==> config.mk <==
export PLATFORM = sky130hd
export DESIGN_NAME = xmodem_crc_receiver
export DESIGN_NICKNAME = d
export VERILOG_FILES = /design/src/xcrc_pkg.sv /design/src/xcrc_fifo.sv /design/src/xcrc_front.sv /design/src/xcrc_back.sv /design/src/xmodem_crc_receiver.sv
export SDC_FILE = /design/constraint.sdc
export NUM_CORES = 1
export LEC_CHECK = 0
export BUFFER_PORTS_ARGS = -buffer_cell sky130_fd_sc_hd__buf_2
export CAP_MARGIN = 20
export CORE_ASPECT_RATIO = 1.25
export CORE_UTILIZATION = 60
export CTS_CLUSTER_DIAMETER = 40
export DETAILED_ROUTE_END_ITERATION = 10
export PLACE_DENSITY = 0.78
export SLEW_MARGIN = 20
export SYNTH_ARGS = -nofsm -noshare
export SYNTH_HDL_FRONTEND = slang
export SYNTH_SLANG_ARGS = --single-unit
==> constraint.sdc <==
create_clock -name clock -period 8.02 [get_ports clock]
set_input_delay 1.604 -clock clock [delete_from_list [all_inputs] [get_ports clock]]
set_output_delay 1.604 -clock clock [all_outputs]
set_load 0.01 [all_outputs]
==> src/xcrc_pkg.sv <==
// ----------------------------------------------------------------------------
// xcrc_pkg
// Shared types, codes and the CRC-16 byte update of the XMODEM-CRC receiver.
// ----------------------------------------------------------------------------
`default_nettype none
package xcrc_pkg;

   typedef enum logic [1:0] {
      CMD_BYTE    = 2'd0,
      CMD_TIMEOUT = 2'd1,
      CMD_START   = 2'd2
   } cmd_type;

   typedef enum logic [2:0] {
      KIND_SEND    = 3'd0,
      KIND_DATA    = 3'd1,
      KIND_ERASE   = 3'd2,
      KIND_COMMIT  = 3'd3,
      KIND_DISCARD = 3'd4,
      KIND_END     = 3'd5
   } kind_type;

   typedef enum logic [2:0] {
      PH_HEADER = 3'd0,
      PH_NUMBER = 3'd1,
      PH_COMPL  = 3'd2,
      PH_DATA   = 3'd3,
      PH_CRCH   = 3'd4,
      PH_CRCL   = 3'd5,
      PH_IDLE   = 3'd6
   } phase_type;

   localparam logic       CSR_MAX_ERRORS   = 1'b0;
   localparam logic       CSR_SECTOR_SHIFT = 1'b1;

   localparam logic [7:0] CH_SOH = 8'h01;
   localparam logic [7:0] CH_STX = 8'h02;
   localparam logic [7:0] CH_EOT = 8'h04;
   localparam logic [7:0] CH_ACK = 8'h06;
   localparam logic [7:0] CH_NAK = 8'h15;
   localparam logic [7:0] CH_CAN = 8'h18;
   localparam logic [7:0] CH_C   = 8'h43;

   localparam logic [15:0] CRC_POLY = 16'h1021;
   localparam logic [7:0]  ERR_SAT  = 8'hFF;

   // one bit per possible response, in delivery order
   localparam int ACT_DATA    = 0;
   localparam int ACT_ERASE0  = 1;
   localparam int ACT_ERASE   = 2;
   localparam int ACT_COMMIT  = 3;
   localparam int ACT_DISCARD = 4;
   localparam int ACT_SEND    = 5;
   localparam int ACT_CAN1    = 6;
   localparam int ACT_CAN2    = 7;
   localparam int ACT_END     = 8;
   localparam int ACT_NUM     = 9;

   typedef struct packed {
      logic [ACT_NUM-1:0] mask;
      logic [7:0]         data_byte;
      logic [19:0]        data_off;
      logic [9:0]         sector;
      logic [19:0]        commit_off;
      logic [7:0]         send_byte;
      logic               end_status;
   } action_type;

   function automatic logic [15:0] crc_byte(input logic [15:0] crc, input logic [7:0] b);
      logic [15:0] c;
      c = crc ^ {b, 8'h00};
      for (int i = 0; i < 8; i++) begin
         c = c[15] ? ((c << 1) ^ CRC_POLY) : (c << 1);
      end
      return c;
   endfunction

endpackage
`default_nettype wire

==> src/xcrc_fifo.sv <==
// ----------------------------------------------------------------------------
// xcrc_fifo
// Two-entry queue of decoded actions between front and back.
// ----------------------------------------------------------------------------
`default_nettype none
module xcrc_fifo (
   input  wire                     clock,
   input  wire                     reset,
   input  wire                     push,
   input  xcrc_pkg::action_type    push_data,
   output logic                    full,
   input  wire                     pop,
   output logic                    pop_valid,
   output xcrc_pkg::action_type    pop_data
);
   import xcrc_pkg::*;

   action_type  mem_ff [2];
   logic        wr_ptr_ff, wr_ptr_in;
   logic        rd_ptr_ff, rd_ptr_in;
   logic [1:0]  count_ff, count_in;

   assign full      = (count_ff == 2'd2);
   assign pop_valid = (count_ff != 2'd0);
   assign pop_data  = mem_ff[rd_ptr_ff];

   always_comb begin
      wr_ptr_in = push ? ~wr_ptr_ff : wr_ptr_ff;
      rd_ptr_in = pop  ? ~rd_ptr_ff : rd_ptr_ff;
      count_in  = count_ff + 2'(push) - 2'(pop);
   end

   always_ff @(posedge clock) begin
      if (push) begin
         mem_ff[wr_ptr_ff] <= push_data;
      end
      if (reset) begin
         wr_ptr_ff <= 1'b0;
         rd_ptr_ff <= 1'b0;
         count_ff  <= 2'd0;
      end else begin
         wr_ptr_ff <= wr_ptr_in;
         rd_ptr_ff <= rd_ptr_in;
         count_ff  <= count_in;
      end
   end

endmodule
`default_nettype wire

==> src/xcrc_front.sv <==
// ----------------------------------------------------------------------------
// xcrc_front
// Packet parser: tracks framing, CRC and error count, emits at most one action per request.
// ----------------------------------------------------------------------------
`default_nettype none
module xcrc_front #(
   parameter int OFFSET_BITS = 20
) (
   input  wire                     clock,
   input  wire                     reset,
   input  wire                     accept,
   input  wire  [1:0]              cmd,
   input  wire  [7:0]              rx_byte,
   input  wire  [7:0]              max_errors,
   input  wire  [4:0]              sector_shift,
   output logic                    push,
   output xcrc_pkg::action_type    action
);
   import xcrc_pkg::*;

   localparam int OB = OFFSET_BITS;

   phase_type     phase_ff, phase_in;
   logic          long_ff, long_in;
   logic [7:0]    expected_ff, expected_in;
   logic [7:0]    number_ff, number_in;
   logic [7:0]    compl_ff, compl_in;
   logic [10:0]   idx_ff, idx_in;
   logic [15:0]   crc_ff, crc_in;
   logic [7:0]    crc_high_ff, crc_high_in;
   logic [OB-1:0] offset_ff, offset_in;
   logic [7:0]    err_ff, err_in;
   logic          first_ff, first_in;

   logic [OB:0]   end_w, cur_sec, nxt_sec;
   logic [OB-1:0] data_off;
   logic [10:0]   idx_next, size_w;
   logic [7:0]    err_inc;
   logic          abort, ok, err_event, is_byte, is_tmo, in_packet;
   cmd_type       cmd_c;

   assign cmd_c     = cmd_type'(cmd);
   assign is_byte   = accept && (cmd_c == CMD_BYTE);
   assign is_tmo    = accept && (cmd_c == CMD_TIMEOUT);
   assign size_w    = long_ff ? 11'd1024 : 11'd128;
   assign idx_next  = idx_ff + 11'd1;
   assign end_w     = {1'b0, offset_ff} + (OB+1)'(size_w);
   assign data_off  = offset_ff + OB'(idx_ff);
   assign cur_sec   = {1'b0, offset_ff} >> sector_shift;
   assign nxt_sec   = end_w >> sector_shift;
   assign err_inc   = (err_ff == ERR_SAT) ? err_ff : err_ff + 8'd1;
   assign abort     = (err_inc >= max_errors);
   assign in_packet = (phase_ff != PH_HEADER) && (phase_ff != PH_IDLE);
   assign ok = (number_ff == expected_ff)
            && ((9'(number_ff) + 9'(compl_ff)) == 9'd255)
            && ({crc_high_ff, rx_byte} == crc_ff)
            && !(end_w[OB] && (end_w[OB-1:0] != '0));

   assign err_event =
        (is_byte && (phase_ff == PH_HEADER) && (rx_byte != CH_SOH) && (rx_byte != CH_STX)
                 && (rx_byte != CH_EOT) && (rx_byte != CH_CAN))
     || (is_byte && (phase_ff == PH_CRCL) && !ok)
     || (is_tmo && (phase_ff == PH_HEADER) && first_ff)
     || (is_tmo && in_packet);

   function automatic logic [19:0] cut20(input logic [OB-1:0] x);
      logic [32:0] t;
      t = 33'(x);
      return t[19:0];
   endfunction

   // next state
   always_comb begin
      phase_in    = phase_ff;
      long_in     = long_ff;
      expected_in = expected_ff;
      number_in   = number_ff;
      compl_in    = compl_ff;
      idx_in      = idx_ff;
      crc_in      = crc_ff;
      crc_high_in = crc_high_ff;
      offset_in   = offset_ff;
      err_in      = err_ff;
      first_in    = first_ff;
      if (accept && (cmd_c == CMD_START)) begin
         phase_in    = PH_HEADER;
         long_in     = 1'b0;
         expected_in = 8'd1;
         number_in   = 8'd0;
         compl_in    = 8'd0;
         idx_in      = 11'd0;
         crc_in      = 16'd0;
         crc_high_in = 8'd0;
         offset_in   = '0;
         err_in      = 8'd0;
         first_in    = 1'b0;
      end else if (is_byte) begin
         unique case (phase_ff)
            PH_HEADER: begin
               if ((rx_byte == CH_SOH) || (rx_byte == CH_STX)) begin
                  long_in  = (rx_byte == CH_STX);
                  phase_in = PH_NUMBER;
               end else if ((rx_byte == CH_EOT) || (rx_byte == CH_CAN)) begin
                  phase_in = PH_IDLE;
               end
            end
            PH_NUMBER: begin
               number_in = rx_byte;
               phase_in  = PH_COMPL;
            end
            PH_COMPL: begin
               compl_in = rx_byte;
               idx_in   = 11'd0;
               crc_in   = 16'd0;
               phase_in = PH_DATA;
            end
            PH_DATA: begin
               crc_in = crc_byte(crc_ff, rx_byte);
               idx_in = idx_next;
               if (idx_next >= size_w) begin
                  phase_in = PH_CRCH;
               end
            end
            PH_CRCH: begin
               crc_high_in = rx_byte;
               phase_in    = PH_CRCL;
            end
            PH_CRCL: begin
               first_in = 1'b1;
               if (ok) begin
                  expected_in = expected_ff + 8'd1;
                  offset_in   = end_w[OB-1:0];
                  phase_in    = PH_HEADER;
               end
            end
            PH_IDLE: begin
            end
            default: begin
            end
         endcase
      end
      if (err_event) begin
         err_in   = err_inc;
         phase_in = abort ? PH_IDLE : PH_HEADER;
      end
   end

   // action decode
   always_comb begin
      action = '0;
      if (is_byte) begin
         unique case (phase_ff)
            PH_HEADER: begin
               if (rx_byte == CH_EOT) begin
                  action.mask[ACT_SEND] = 1'b1;
                  action.send_byte      = CH_ACK;
                  action.mask[ACT_END]  = 1'b1;
               end else if (rx_byte == CH_CAN) begin
                  action.mask[ACT_END]  = 1'b1;
                  action.end_status     = 1'b1;
               end
            end
            PH_DATA: begin
               action.mask[ACT_DATA] = 1'b1;
               action.data_byte      = rx_byte;
               action.data_off       = cut20(data_off);
            end
            PH_CRCL: begin
               action.mask[ACT_ERASE0] = !first_ff;
               if (ok) begin
                  action.mask[ACT_ERASE]  = (cur_sec != nxt_sec);
                  action.sector           = nxt_sec[9:0];
                  action.mask[ACT_COMMIT] = 1'b1;
                  action.commit_off       = cut20(offset_ff);
                  action.mask[ACT_SEND]   = 1'b1;
                  action.send_byte        = CH_ACK;
               end else begin
                  action.mask[ACT_DISCARD] = 1'b1;
               end
            end
            PH_NUMBER, PH_COMPL, PH_CRCH, PH_IDLE: begin
            end
            default: begin
            end
         endcase
      end else if (is_tmo) begin
         if ((phase_ff == PH_HEADER) && !first_ff) begin
            action.mask[ACT_SEND] = 1'b1;
            action.send_byte      = CH_C;
         end else if (in_packet) begin
            action.mask[ACT_DISCARD] = 1'b1;
         end
      end
      if (err_event) begin
         if (abort) begin
            action.mask[ACT_CAN1] = 1'b1;
            action.mask[ACT_CAN2] = 1'b1;
            action.mask[ACT_END]  = 1'b1;
            action.end_status     = 1'b1;
         end else begin
            action.mask[ACT_SEND] = 1'b1;
            action.send_byte      = CH_NAK;
         end
      end
   end

   assign push = (action.mask != '0);

   always_ff @(posedge clock) begin
      if (reset) begin
         phase_ff    <= PH_HEADER;
         long_ff     <= 1'b0;
         expected_ff <= 8'd1;
         number_ff   <= 8'd0;
         compl_ff    <= 8'd0;
         idx_ff      <= 11'd0;
         crc_ff      <= 16'd0;
         crc_high_ff <= 8'd0;
         offset_ff   <= '0;
         err_ff      <= 8'd0;
         first_ff    <= 1'b0;
      end else begin
         phase_ff    <= phase_in;
         long_ff     <= long_in;
         expected_ff <= expected_in;
         number_ff   <= number_in;
         compl_ff    <= compl_in;
         idx_ff      <= idx_in;
         crc_ff      <= crc_in;
         crc_high_ff <= crc_high_in;
         offset_ff   <= offset_in;
         err_ff      <= err_in;
         first_ff    <= first_in;
      end
   end

endmodule
`default_nettype wire

==> src/xcrc_back.sv <==
// ----------------------------------------------------------------------------
// xcrc_back
// Response sequencer: expands each queued action into responses, one per cycle unless stalled.
// ----------------------------------------------------------------------------
`default_nettype none
module xcrc_back (
   input  wire                     clock,
   input  wire                     reset,
   input  wire                     q_valid,
   input  xcrc_pkg::action_type    q_data,
   output logic                    q_pop,
   output logic                    rsp_valid,
   input  wire                     rsp_stall,
   output logic [2:0]              rsp_kind,
   output logic [7:0]              rsp_tx_byte,
   output logic [7:0]              rsp_data_byte,
   output logic [19:0]             rsp_offset,
   output logic [9:0]              rsp_sector,
   output logic                    rsp_end_status,
   output logic                    rsp_last
);
   import xcrc_pkg::*;

   action_type         work_ff, work_in;
   logic [ACT_NUM-1:0] sel, rest;
   logic               out_free, emit;
   logic               valid_ff, valid_in;
   logic [2:0]         kind_ff, kind_in;
   logic [7:0]         tx_ff, tx_in, data_ff, data_in;
   logic [19:0]        off_ff, off_in;
   logic [9:0]         sec_ff, sec_in;
   logic               endst_ff, endst_in, last_ff, last_in;

   assign sel      = work_ff.mask & (~work_ff.mask + ACT_NUM'(1));
   assign rest     = work_ff.mask & ~sel;
   assign out_free = !valid_ff || !rsp_stall;
   assign emit     = out_free && (work_ff.mask != '0);
   assign q_pop    = q_valid && ((work_ff.mask == '0) || (emit && (rest == '0)));

   always_comb begin
      work_in = work_ff;
      if (q_pop) begin
         work_in = q_data;
      end else if (emit) begin
         work_in.mask = rest;
      end
   end

   always_comb begin
      valid_in = out_free ? emit : valid_ff;
      kind_in  = kind_ff;
      tx_in    = tx_ff;
      data_in  = data_ff;
      off_in   = off_ff;
      sec_in   = sec_ff;
      endst_in = endst_ff;
      last_in  = last_ff;
      if (emit) begin
         kind_in  = KIND_SEND;
         tx_in    = 8'd0;
         data_in  = 8'd0;
         off_in   = 20'd0;
         sec_in   = 10'd0;
         endst_in = 1'b0;
         last_in  = (rest == '0);
         if (sel[ACT_DATA]) begin
            kind_in = KIND_DATA;
            data_in = work_ff.data_byte;
            off_in  = work_ff.data_off;
         end else if (sel[ACT_ERASE0]) begin
            kind_in = KIND_ERASE;
         end else if (sel[ACT_ERASE]) begin
            kind_in = KIND_ERASE;
            sec_in  = work_ff.sector;
         end else if (sel[ACT_COMMIT]) begin
            kind_in = KIND_COMMIT;
            off_in  = work_ff.commit_off;
         end else if (sel[ACT_DISCARD]) begin
            kind_in = KIND_DISCARD;
         end else if (sel[ACT_SEND]) begin
            tx_in = work_ff.send_byte;
         end else if (sel[ACT_CAN1] || sel[ACT_CAN2]) begin
            tx_in = CH_CAN;
         end else begin
            kind_in  = KIND_END;
            endst_in = work_ff.end_status;
         end
      end
   end

   assign rsp_valid      = valid_ff;
   assign rsp_kind       = kind_ff;
   assign rsp_tx_byte    = tx_ff;
   assign rsp_data_byte  = data_ff;
   assign rsp_offset     = off_ff;
   assign rsp_sector     = sec_ff;
   assign rsp_end_status = endst_ff;
   assign rsp_last       = last_ff;

   always_ff @(posedge clock) begin
      kind_ff  <= kind_in;
      tx_ff    <= tx_in;
      data_ff  <= data_in;
      off_ff   <= off_in;
      sec_ff   <= sec_in;
      endst_ff <= endst_in;
      last_ff  <= last_in;
      if (reset) begin
         valid_ff <= 1'b0;
         work_ff  <= '0;
      end else begin
         valid_ff <= valid_in;
         work_ff  <= work_in;
      end
   end

endmodule
`default_nettype wire

==> src/xmodem_crc_receiver.sv <==
// Each action passes through the queue, the work register and the response register.
// Throughput: one request per cycle while each yields at most one response and
// rsp_stall is low; the response register drains one response per cycle, so requests
// that yield several (up to five) hold the input back through the two-entry queue.
// Reset: synchronous; clears parser state, queue and response valid, and loads
// max_errors = 3 and sector_shift = 12.
// ----------------------------------------------------------------------------
// xmodem_crc_receiver
// XMODEM-CRC / 1K receiver: parser front, action queue and response sequencer.
// ----------------------------------------------------------------------------
`default_nettype none
module xmodem_crc_receiver #(
   parameter int OFFSET_BITS = 20
) (
   input  wire         clock,
   input  wire         reset,
   input  wire         req_valid,
   output logic        req_stall,
   input  wire  [1:0]  req_cmd,
   input  wire  [7:0]  req_rx_byte,
   output logic        rsp_valid,
   input  wire         rsp_stall,
   output logic [2:0]  rsp_kind,
   output logic [7:0]  rsp_tx_byte,
   output logic [7:0]  rsp_data_byte,
   output logic [19:0] rsp_offset,
   output logic [9:0]  rsp_sector,
   output logic        rsp_end_status,
   output logic        rsp_last,
   input  wire         csr_we,
   input  wire         csr_index,
   input  wire  [7:0]  csr_wdata
);
   import xcrc_pkg::*;

   logic [7:0] max_err_ff, max_err_in;
   logic [4:0] shift_ff, shift_in;
   logic       accept, push, full, pop, q_valid;
   action_type act, q_data;

   always_comb begin
      max_err_in = max_err_ff;
      shift_in   = shift_ff;
      if (csr_we) begin
         unique case (csr_index)
            CSR_MAX_ERRORS:   max_err_in = csr_wdata;
            CSR_SECTOR_SHIFT: shift_in   = csr_wdata[4:0];
            default: begin
            end
         endcase
      end
   end

   always_ff @(posedge clock) begin
      if (reset) begin
         max_err_ff <= 8'd3;
         shift_ff   <= 5'd12;
      end else begin
         max_err_ff <= max_err_in;
         shift_ff   <= shift_in;
      end
   end

   assign req_stall = full;
   assign accept    = req_valid && !full;

   xcrc_front #(.OFFSET_BITS(OFFSET_BITS)) u_front (
      .clock        (clock),
      .reset        (reset),
      .accept       (accept),
      .cmd          (req_cmd),
      .rx_byte      (req_rx_byte),
      .max_errors   (max_err_ff),
      .sector_shift (shift_ff),
      .push         (push),
      .action       (act)
   );

   xcrc_fifo u_fifo (
      .clock     (clock),
      .reset     (reset),
      .push      (push),
      .push_data (act),
      .full      (full),
      .pop       (pop),
      .pop_valid (q_valid),
      .pop_data  (q_data)
   );

   xcrc_back u_back (
      .clock          (clock),
      .reset          (reset),
      .q_valid        (q_valid),
      .q_data         (q_data),
      .q_pop          (pop),
      .rsp_valid      (rsp_valid),
      .rsp_stall      (rsp_stall),
      .rsp_kind       (rsp_kind),
      .rsp_tx_byte    (rsp_tx_byte),
      .rsp_data_byte  (rsp_data_byte),
      .rsp_offset     (rsp_offset),
      .rsp_sector     (rsp_sector),
      .rsp_end_status (rsp_end_status),
      .rsp_last       (rsp_last)
   );

endmodule
`default_nettype wire

==> metrics.log, run 1 <==
INFO  metric status = finished, final reports clean
INFO  metric drtIter0Drc = 1029
INFO  metric most_common_cell_after_layout_fill_and_taps_aside = sky130_fd_sc_hd__nor2_1
INFO  metric placedInstanceArea = 0.0180 mm2
INFO  metric timing.hold.worst.class = flip-flop to flip-flop
INFO  metric path_class = flip-flop to flip-flop
INFO  metric max_freq = 209 MHz
INFO  metric via_count_of_the_first_global_routing_pass = between 10000 and 15000
INFO  metric place.gp.congestion = 0.976
INFO  metric synth_seq_area_share = 0.498
INFO  metric cts.htree.levels = 2
INFO  metric starting_density_of_the_core = 0.615
INFO  metric detail_route.vias_per_cell = 6.01
INFO  metric required_time_at_the_worst_slack_endpoint = 8.41 ns
INFO  metric clk-insertion-delay-late = ~0.54 ns
INFO  metric netlist_instances = between 1500 and 2000
INFO  metric vdd.ir_drop.worst = ~0.00046 V
INFO  metric drt_drc_violations_left = 0
INFO  metric io_pins = 77
INFO  metric placementRows = 69
INFO  metric final-setup-viol-count = 0
INFO  metric power.density = 295 mW/mm2
INFO  metric timing.rr.start = u_front.offset_ff[7]
INFO  metric first_pass_grt_wire_length = roughly 63 mm
INFO  metric synth_area_per_cell = between 10 and 15 um2
INFO  metric cts_num_sinks = about 350
INFO  metric fp.dieArea = 0.0301 mm2
INFO  metric antenna_cells_inserted = 0
INFO  metric max-slew-margin-rel = 0.284
INFO  metric drv_slew = 0
INFO  metric finish.net_count = 1797
INFO  metric firstDrtPassIters = 6
INFO  metric cts_tree = done
INFO  metric ant_nets = 0
INFO  metric cts-resized-gates = 0
INFO  metric post-layout-total-power = 5.68 mW
INFO  metric clk_root_buffer_cell = sky130_fd_sc_hd__clkbuf_16
INFO  metric finalHoldViolations = 0
INFO  metric globalRouteOverflowTotal = 0
INFO  metric worstPathArrival = 5.17 ns
INFO  metric die-height = slightly below 200 um
INFO  metric final_layout_size_suffix_gt1_frac = 0.117
INFO  metric floorplan.die.width = between 150 and 200 um
INFO  metric synth_area_leader_cell = sky130_fd_sc_hd__edfxtp_1
INFO  metric layout_common_cells = sky130_fd_sc_hd__nor2_1 (236), sky130_fd_sc_hd__edfxtp_1 (179), sky130_fd_sc_hd__dfxtp_1 (169)
INFO  metric core-area = 0.0287 mm2
INFO  metric hp-start = max_err_ff[2]
INFO  metric leakagePower = between 7 and 8 nW
INFO  metric postSynth.asyncResetShare = 0
INFO  metric yosysWarnings = 0
INFO  metric fin_setup_tns = 0 ns
INFO  metric power_frac_seq = 0.435
INFO  metric synthDominantCellAreaShare = 0.305
INFO  metric detail_route.wirelength = 39.4 mm
INFO  metric cts-root-to-sink-buffers = 3
INFO  metric grt_start_max_net_pins = 82
INFO  metric post-dp-hpwl = 26.6 mm
INFO  metric critical_path.startpoint_type = flip-flop
INFO  metric ys_dominant_reg_cell = sky130_fd_sc_hd__edfxtp_1
INFO  metric cts.reportedPaths.clkPinSlew = roughly 0.060 ns
INFO  metric timing.critical_path.fanout_max = 21
INFO  metric global_route.usage.total = 0.263
INFO  metric number_of_antenna_violations_at_the_first_check_in_global_routing = 0
INFO  metric crit_start = u_front.offset_ff[7]
INFO  metric syn_to_final_growth = 9.27%
INFO  metric swShare = 0.317
INFO  metric power_frac_clock = 0.314
INFO  metric cts_setup_buffers = 0
INFO  metric ys_top_cells_by_area = sky130_fd_sc_hd__edfxtp_1 (30%), sky130_fd_sc_hd__dfxtp_1 (19%), sky130_fd_sc_hd__mux2i_1 (5.7%)
INFO  metric netlist-cell-type-count = 85
INFO  metric combinationalPowerShare = 0.251
INFO  metric place.port_buffers = 74
INFO  metric fin_crit_sh = 0.595
INFO  metric netlist_area = 0.0176 mm2
INFO  metric postSynthRegisterBits = 349
INFO  metric end_kind = flip-flop
INFO  metric via_count = 13000
INFO  metric number_of_max_capacitance_violations_reported = 0
INFO  metric power.switching = approximately 1.8 mW
INFO  metric max_slew.worst_pin.slew = 1.07 ns
INFO  metric route.detailed.wl_per_inst = 18.2 um
INFO  metric p_int = 3.88 mW
INFO  metric synth_enable_flop_cells = 179
INFO  metric cts_made_buffers = 38
INFO  metric timing.clock.skew = 0.0204 ns
INFO  metric count_of_hold_fix_buffers_inserted_at_cts = 0
INFO  metric finalInstanceArea = 0.0193 mm2
INFO  metric grt_setup_unrepaired = false
INFO  metric crit_path_time_final = 4.77 ns
## cells in the mapped netlist, types with 37 or more instances
cell and instances:
sky130_fd_sc_hd__a21oi_1 87, sky130_fd_sc_hd__nand3_1 37, sky130_fd_sc_hd__xnor2_1 51, sky130_fd_sc_hd__edfxtp_1 179, sky130_fd_sc_hd__inv_1 42, sky130_fd_sc_hd__a211oi_1 62, sky130_fd_sc_hd__o21ai_0 57, sky130_fd_sc_hd__xor2_1 55
sky130_fd_sc_hd__clkbuf_1 70, sky130_fd_sc_hd__mux2i_1 101, sky130_fd_sc_hd__dfxtp_1 170, sky130_fd_sc_hd__nand2_1 105, sky130_fd_sc_hd__nor2_1 237, sky130_fd_sc_hd__and2_1 44
## kinds of logic (layout without fill, tap and decap cells)
kind of cell | after synthesis | in the layout | share of synthesized area
other cells | 1 | 2 | 0.000213
simple gates | 591 | 591 | 0.162
compound gates | 354 | 354 | 0.136
buf+inv | 179 | 206 | 0.0491
xor+xnor | 107 | 107 | 0.0536
flops | 349 | 349 | 0.498
fa+ha+maj | 35 | 35 | 0.0253
mux | 126 | 126 | 0.0758
## state kept, by name, indices dropped and copies added (netlist names), 2 cells and up, named ones only
signal,flops
u_fifo.mem_ff,130
u_back.work_ff,66
u_back.rsp_offset,20
u_front.crc_ff,16
u_front.offset_ff,13
u_front.idx_ff,11
u_back.rsp_sector,10
max_err_ff,8
u_back.rsp_data_byte,8
u_front.compl_ff,8
u_front.crc_high_ff,8
u_front.err_ff,8
u_front.expected_ff,8
u_front.number_ff,8
u_back.rsp_tx_byte,6
shift_ff,5
u_back.rsp_kind,3
u_front.phase_ff,3
u_fifo.count_ff,2
## layer usage
metal / vias to the layer above / global-route usage / wire length (um)
met5: - / 0 / 0
met4: 0 / 0.112 / 1290
met3: 88 / 0.0344 / 2230
met2: 411 / 0.417 / 18300
met1: 6207 / 0.364 / 17600
li1: 6280 / - / -
## power groups by stage
stage / Combinational, mW / Sequential, mW / Clock [mW]
CTS: 1.43 / 2.47 / 1.81
global route: 1.60 / 2.51 / 1.88
detailed placement: 1.42 / 2.50 / 0
floorplan: 1.05 / 2.56 / 0
global placement: 1.40 / 2.49 / 0
finish: 1.42 / 2.47 / 1.78
## worst max-delay path: stages (launching register included)
cell	delay (ns)
sky130_fd_sc_hd__dfxtp_1	0.44
sky130_fd_sc_hd__ha_1	0.38
sky130_fd_sc_hd__ha_1	0.46
sky130_fd_sc_hd__a31o_2	0.37
sky130_fd_sc_hd__a21boi_0	0.20
sky130_fd_sc_hd__nor4_1	0.30
sky130_fd_sc_hd__a41oi_1	0.27
sky130_fd_sc_hd__nor4_2	0.52
sky130_fd_sc_hd__nor2_1	0.07
sky130_fd_sc_hd__a21oi_1	0.14
sky130_fd_sc_hd__buf_4	0.25
sky130_fd_sc_hd__and3_1	0.37
sky130_fd_sc_hd__ha_1	0.29
sky130_fd_sc_hd__inv_1	0.06
sky130_fd_sc_hd__ha_1	0.14
sky130_fd_sc_hd__xor2_1	0.17
sky130_fd_sc_hd__xnor2_1	0.13
sky130_fd_sc_hd__nor2_1	0.05
## layout make-up
type                    count  area, um2
fillers                  2253       9390
clock inverters            24        287
flip-flops and latches    349       8780
well taps                 390        488
inverters                  45        169
clock buffers              45       1010
multi-input cells        1215       8030
repair buffers             92        508
## path summary, 6_finish.rpt
kind	to	slack, ns	cells past startpoint
max	u_fifo.count_ff[1]	3.25	17
min	max_err_ff[2]	0.46	2
max reg2reg	u_fifo.count_ff[1]	3.25	17
min reg2reg	max_err_ff[2]	0.46	2
## through the flow
| stage | hold slack (ns) | std cells | setup WS, ns | util |
|---|---|---|---|---|
| after floorplan | 0.436 | 1743 | 1.24 | - |
| after global placement | 0.445 | 2091 | 2.99 | 0.627 |
| after detailed placement | 0.455 | 2091 | 2.93 | 0.627 |
| after CTS | 0.465 | 2160 | 3.27 | 0.672 |
| after global routing | 0.491 | 2160 | 2.94 | 0.672 |
| final | 0.461 | 2160 | 3.25 | 0.672 |
(Power assumes the default switching activity.)
==> run 2: changes to the inputs <==
--- a/config.mk
+++ b/config.mk
@@ -5,6 +5,7 @@
 export SDC_FILE = /design/constraint.sdc
 export NUM_CORES = 1
 export LEC_CHECK = 0
+export ABC_AREA = 1
 export BUFFER_PORTS_ARGS = -buffer_cell sky130_fd_sc_hd__buf_2
 export CAP_MARGIN = 20
 export CORE_ASPECT_RATIO = 1.25
==> constraint.sdc (replaced) <==
create_clock -name clock -period 4.79 [get_ports clock]
set_input_delay 0.958 -clock clock [delete_from_list [all_inputs] [get_ports clock]]
set_output_delay 0.958 -clock clock [all_outputs]
set_load 0.01 [all_outputs]
==> metrics.log, run 2 <==
INFO  metric postSynthRegisterBits = 349 (unchanged)
INFO  metric finalInstanceArea = 0.0190 mm2 (was 0.0193 mm2)
INFO  metric synth.cells.most_frequent = sky130_fd_sc_hd__nand2_1 (388), sky130_fd_sc_hd__inv_1 (267), sky130_fd_sc_hd__a21oi_1 (237), sky130_fd_sc_hd__nor2_1 (223), sky130_fd_sc_hd__edfxtp_1 (179) (was sky130_fd_sc_hd__nor2_1 (237), sky130_fd_sc_hd__edfxtp_1 (179), sky130_fd_sc_hd__dfxtp_1 (170), sky130_fd_sc_hd__nand2_1 (105), sky130_fd_sc_hd__mux2i_1 (101))
INFO  metric max-slew-margin-rel = 0.328 (was 0.284)
INFO  metric synthDominantCellAreaShare = 0.313 (was 0.305)
INFO  metric drtIter0Drc = 1321 (was 1029)
INFO  metric worstPathArrival = 4.65 ns (was 5.17 ns)
INFO  metric antenna_cells_inserted = 0 (unchanged)
INFO  metric end_kind = flip-flop (unchanged)
INFO  metric critical_path.startpoint_type = flip-flop (unchanged)
INFO  metric ys_dominant_reg_cell = sky130_fd_sc_hd__edfxtp_1 (unchanged)
INFO  metric power_frac_seq = 0.452 (was 0.435)
INFO  metric leakagePower = 8.03 nW (was 7.25 nW)
INFO  metric cts_tree = done (unchanged)
INFO  metric filler_cell_count = 2240 (was 2253)
INFO  metric multi_input_comb_area = 0.00697 mm2 (was 0.00803 mm2)
INFO  metric timing.critical_path.fanout_max = 7 (was 21)
INFO  metric vdd.ir_drop.worst = 0.000293 V (was 0.000460 V)
INFO  metric max_freq = 240 MHz (was 209 MHz)
INFO  metric timing.clock.skew = 0.0202 ns (was 0.0204 ns)
INFO  metric final_layout_size_suffix_gt1_frac = 0.0935 (was 0.117)
INFO  metric first_pass_grt_wire_length = 68.3 mm (was 63.5 mm)
INFO  metric p_int = 6.26 mW (was 3.88 mW)
INFO  metric ys_top_cells_by_area = sky130_fd_sc_hd__edfxtp_1 (31%), sky130_fd_sc_hd__dfxtp_1 (20%), sky130_fd_sc_hd__nand2_1 (8.5%) (was sky130_fd_sc_hd__edfxtp_1 (30%), sky130_fd_sc_hd__dfxtp_1 (19%), sky130_fd_sc_hd__mux2i_1 (5.7%))
INFO  metric fin_crit_sh = 0.872 (was 0.595)
INFO  metric synth_simple_gate_area_share = 0.202 (was 0.162)
INFO  metric power.switching = 2.96 mW (was 1.80 mW)
INFO  metric grt_start_max_net_pins = 89 (was 82)
INFO  metric count_of_hold_fix_buffers_inserted_at_cts = 0 (unchanged)
INFO  metric cts_num_sinks = 349 (unchanged)
INFO  metric synth_area_per_cell = 8.18 um2 (was 10.1 um2)
INFO  metric critical_path.slowest_cell = sky130_fd_sc_hd__dfxtp_1 (was sky130_fd_sc_hd__nor4_2)
INFO  metric pre_cts_slack = 0.778 ns (was 2.93 ns)
INFO  metric max_slew.worst_pin.slew = 1.01 ns (was 1.07 ns)
INFO  metric netlist_instances = 2099 (was 1742)
INFO  metric route.detailed.wl_per_inst = 17.0 um (was 18.2 um)
INFO  metric netlist_area = 0.0172 mm2 (was 0.0176 mm2)
INFO  metric final-setup-viol-count = 0 (unchanged)
INFO  metric layout_common_cells = sky130_fd_sc_hd__nand2_1 (388), sky130_fd_sc_hd__inv_1 (265), sky130_fd_sc_hd__a21oi_1 (237) (was sky130_fd_sc_hd__nor2_1 (236), sky130_fd_sc_hd__edfxtp_1 (179), sky130_fd_sc_hd__dfxtp_1 (169))
INFO  metric postSynth.asyncResetShare = 0 (unchanged)
INFO  metric swShare = 0.321 (was 0.317)
INFO  metric cts.reportedPaths.clkPinSlew = 0.06 ns (about the same)
INFO  metric fp.dieArea = 0.0293 mm2 (was 0.0301 mm2)
INFO  metric via_count_of_the_first_global_routing_pass = 13200 (was 12200)
INFO  metric final_critical_path_setup_slack = 0.615 ns (was 3.25 ns)
INFO  metric cts-resized-gates = 0 (unchanged)
INFO  metric finalHoldViolations = 0 (unchanged)
INFO  metric path_class = flip-flop to flip-flop (unchanged)
INFO  metric detail_route.wirelength = 42.9 mm (was 39.4 mm)
INFO  metric place.port_buffers = 74 (unchanged)
INFO  metric post-dp-hpwl = 29.9 mm (was 26.6 mm)
INFO  metric required_time_at_the_worst_slack_endpoint = 5.27 ns (was 8.41 ns)
INFO  metric firstDrtPassIters = 6 (unchanged)
INFO  metric synthXorXnorAreaFrac = 0.0230 (was 0.0536)
INFO  metric flip_flop_count_of_the_largest_register_all_copies_and_words_added = 130 (unchanged)
INFO  metric fin_setup_tns = 0 ns (unchanged)
INFO  metric drv_slew = 0 (unchanged)
INFO  metric status = finished, final reports clean (unchanged)
INFO  metric synth_enable_flop_cells = 179 (unchanged)
INFO  metric synth_seq_area_share = 0.511 (was 0.498)
INFO  metric main_combinational_cell_family_by_area_after_synthesis = simple AND/OR/NAND/NOR gates (unchanged)
INFO  metric netlist-cell-type-count = 52 (was 85)
INFO  metric via_count = 14300 (was 13000)
INFO  metric seq_area = 0.00878 mm2 (unchanged)
INFO  metric crit_path_frequent_cell = sky130_fd_sc_hd__inv_1 (was sky130_fd_sc_hd__ha_1)
INFO  metric number_of_antenna_violations_at_the_first_check_in_global_routing = 0 (unchanged)
INFO  metric detail_route.vias_per_cell = 5.68 (was 6.01)
INFO  metric placedInstanceArea = 0.0177 mm2 (was 0.0180 mm2)
INFO  metric core-area = 0.0279 mm2 (was 0.0287 mm2)
INFO  metric die-height = 191 um (was 194 um)
INFO  metric max_stage_delay = 0.39 ns (was 0.52 ns)
INFO  metric syn_to_final_growth = 10.9% (was 9.27%)
INFO  metric clk-insertion-delay-late = 0.55 ns (was 0.54 ns)
INFO  metric cts_made_buffers = 40 (was 38)
INFO  metric starting_density_of_the_core = 0.615 (about the same)
INFO  metric number_of_max_capacitance_violations_reported = 0 (unchanged)
INFO  metric crit_path_time_final = 4.17 ns (was 4.77 ns)
INFO  metric clk_root_buffer_cell = sky130_fd_sc_hd__clkbuf_16 (unchanged)
INFO  metric floorplan.die.width = 153 um (was 155 um)
INFO  metric timing.hold.worst.class = flip-flop to flip-flop (unchanged)
INFO  metric global_route.usage.total = 0.296 (was 0.263)
INFO  metric combinationalPowerShare = 0.225 (was 0.251)
INFO  metric place.gp.congestion = 0.974 (was 0.976)
INFO  metric placementRows = 68 (was 69)
INFO  metric power.density = 484 mW/mm2 (was 295 mW/mm2)
INFO  metric largest_register = u_fifo.mem_ff (unchanged)
INFO  metric cts_setup_buffers = 0 (unchanged)
INFO  metric ant_nets = 0 (unchanged)
INFO  metric cts.htree.levels = 2 (unchanged)
INFO  metric most_common_cell_after_layout_fill_and_taps_aside = sky130_fd_sc_hd__nand2_1 (was sky130_fd_sc_hd__nor2_1)
INFO  metric grt_setup_unrepaired = false (unchanged)
INFO  metric cts-root-to-sink-buffers = 3 (unchanged)
INFO  metric post_synthesis_adder_cell_area_fraction = 0.0242 (was 0.0253)
INFO  metric finish.net_count = 2195 (was 1797)
INFO  metric globalRouteOverflowTotal = 0 (unchanged)
INFO  metric power_frac_clock = 0.323 (was 0.314)
INFO  metric synth_compound_area_frac = 0.147 (was 0.136)
INFO  metric muxShareOfSynthArea = 0.00685 (was 0.0758)
INFO  metric synth_area_leader_cell = sky130_fd_sc_hd__edfxtp_1 (unchanged)
INFO  metric yosys.cell_count.top_type = sky130_fd_sc_hd__nand2_1 (was sky130_fd_sc_hd__nor2_1)
INFO  metric yosysWarnings = 0 (unchanged)
INFO  metric io_pins = 77 (unchanged)
INFO  metric drt_drc_violations_left = 0 (unchanged)
[run 2: worst max-delay path: cells and delay by family, from the launching register on]
family / cells / cell delay, ns
AO/OA/AOI/OAI: 6 / 0.74
XOR/XNOR: 1 / 0.19
adder cells (fa/ha/maj): 4 / 0.91
buffers and inverters: 6 / 0.51
flip-flops: 1 / 0.39
multiplexers: 1 / 0.33
AND/OR/NAND/NOR: 7 / 1.06
[run 2: stage by stage]
| stage | instances | hold WS (ns) | power [mW] | utilization |
|---|---|---|---|---|
| 6_report | 2520 | 0.456 | 9.22 | 0.682 |
| 5_1_grt | 2520 | 0.485 | 9.67 | 0.682 |
| 4_1_cts | 2520 | 0.458 | 9.24 | 0.682 |
| 3_5_place_dp | 2447 | 0.446 | 6.25 | 0.636 |
| 3_3_place_gp | 2447 | 0.427 | 6.18 | 0.636 |
| 2_1_floorplan | 2100 | 0.425 | 5.68 | - |
[run 2: metal layers]
| layer | global-route usage | part of all wire | wire length (um) | vias to the layer above |
|---|---|---|---|---|
| met5 | 0 | 0 | 0 | - |
| met4 | 0.124 | 0.037 | 1590 | 0 |
| met3 | 0.0433 | 0.070 | 2980 | 95 |
| met2 | 0.484 | 0.47 | 20200 | 578 |
| met1 | 0.394 | 0.42 | 18100 | 6554 |
| li1 | - | - | - | 7080 |
[run 2: power groups by stage]
stage          registers, mW  clock network, mW  logic [mW]
5_1_grt                 4.23               3.12        2.33
3_5_place_dp            4.22                  0        2.04
6_report                4.17               2.98        2.07
4_1_cts                 4.17               3.01        2.07
2_1_floorplan           4.22                  0        1.45
3_3_place_gp            4.19                  0        1.99
[run 2: cell type report]
class	count	share of cell area
clock buffer	53	0.0600
clock inverter	20	0.00861
inverter	272	0.0536
multi-input combinational	1382	0.366
sequential	349	0.461
tap	350	0.0230
timing repair buffer	94	0.0280
[run 2: cells by family after synthesis]
| kind of cell | after synthesis |
|---|---|
| buf+inv | 369 |
| flops | 349 |
| compound gates | 473 |
| xor+xnor | 45 |
| simple gates | 819 |
| other cells | 1 |
| mux | 11 |
| fa+ha+maj | 32 |
[run 2: path summary, 6_finish.rpt]
path | startpoint | to | slack [ns] | cells after the start
worst max-delay path | u_front.err_ff[0] | u_fifo.count_ff[1] | 0.62 | 25
worst min-delay path | u_fifo.rd_ptr_ff | flip-flop | 0.46 | 1
worst max register to register | u_front.err_ff[0] | u_fifo.count_ff[1] | 0.62 | 25
worst min register to register | u_fifo.rd_ptr_ff | flip-flop | 0.46 | 1
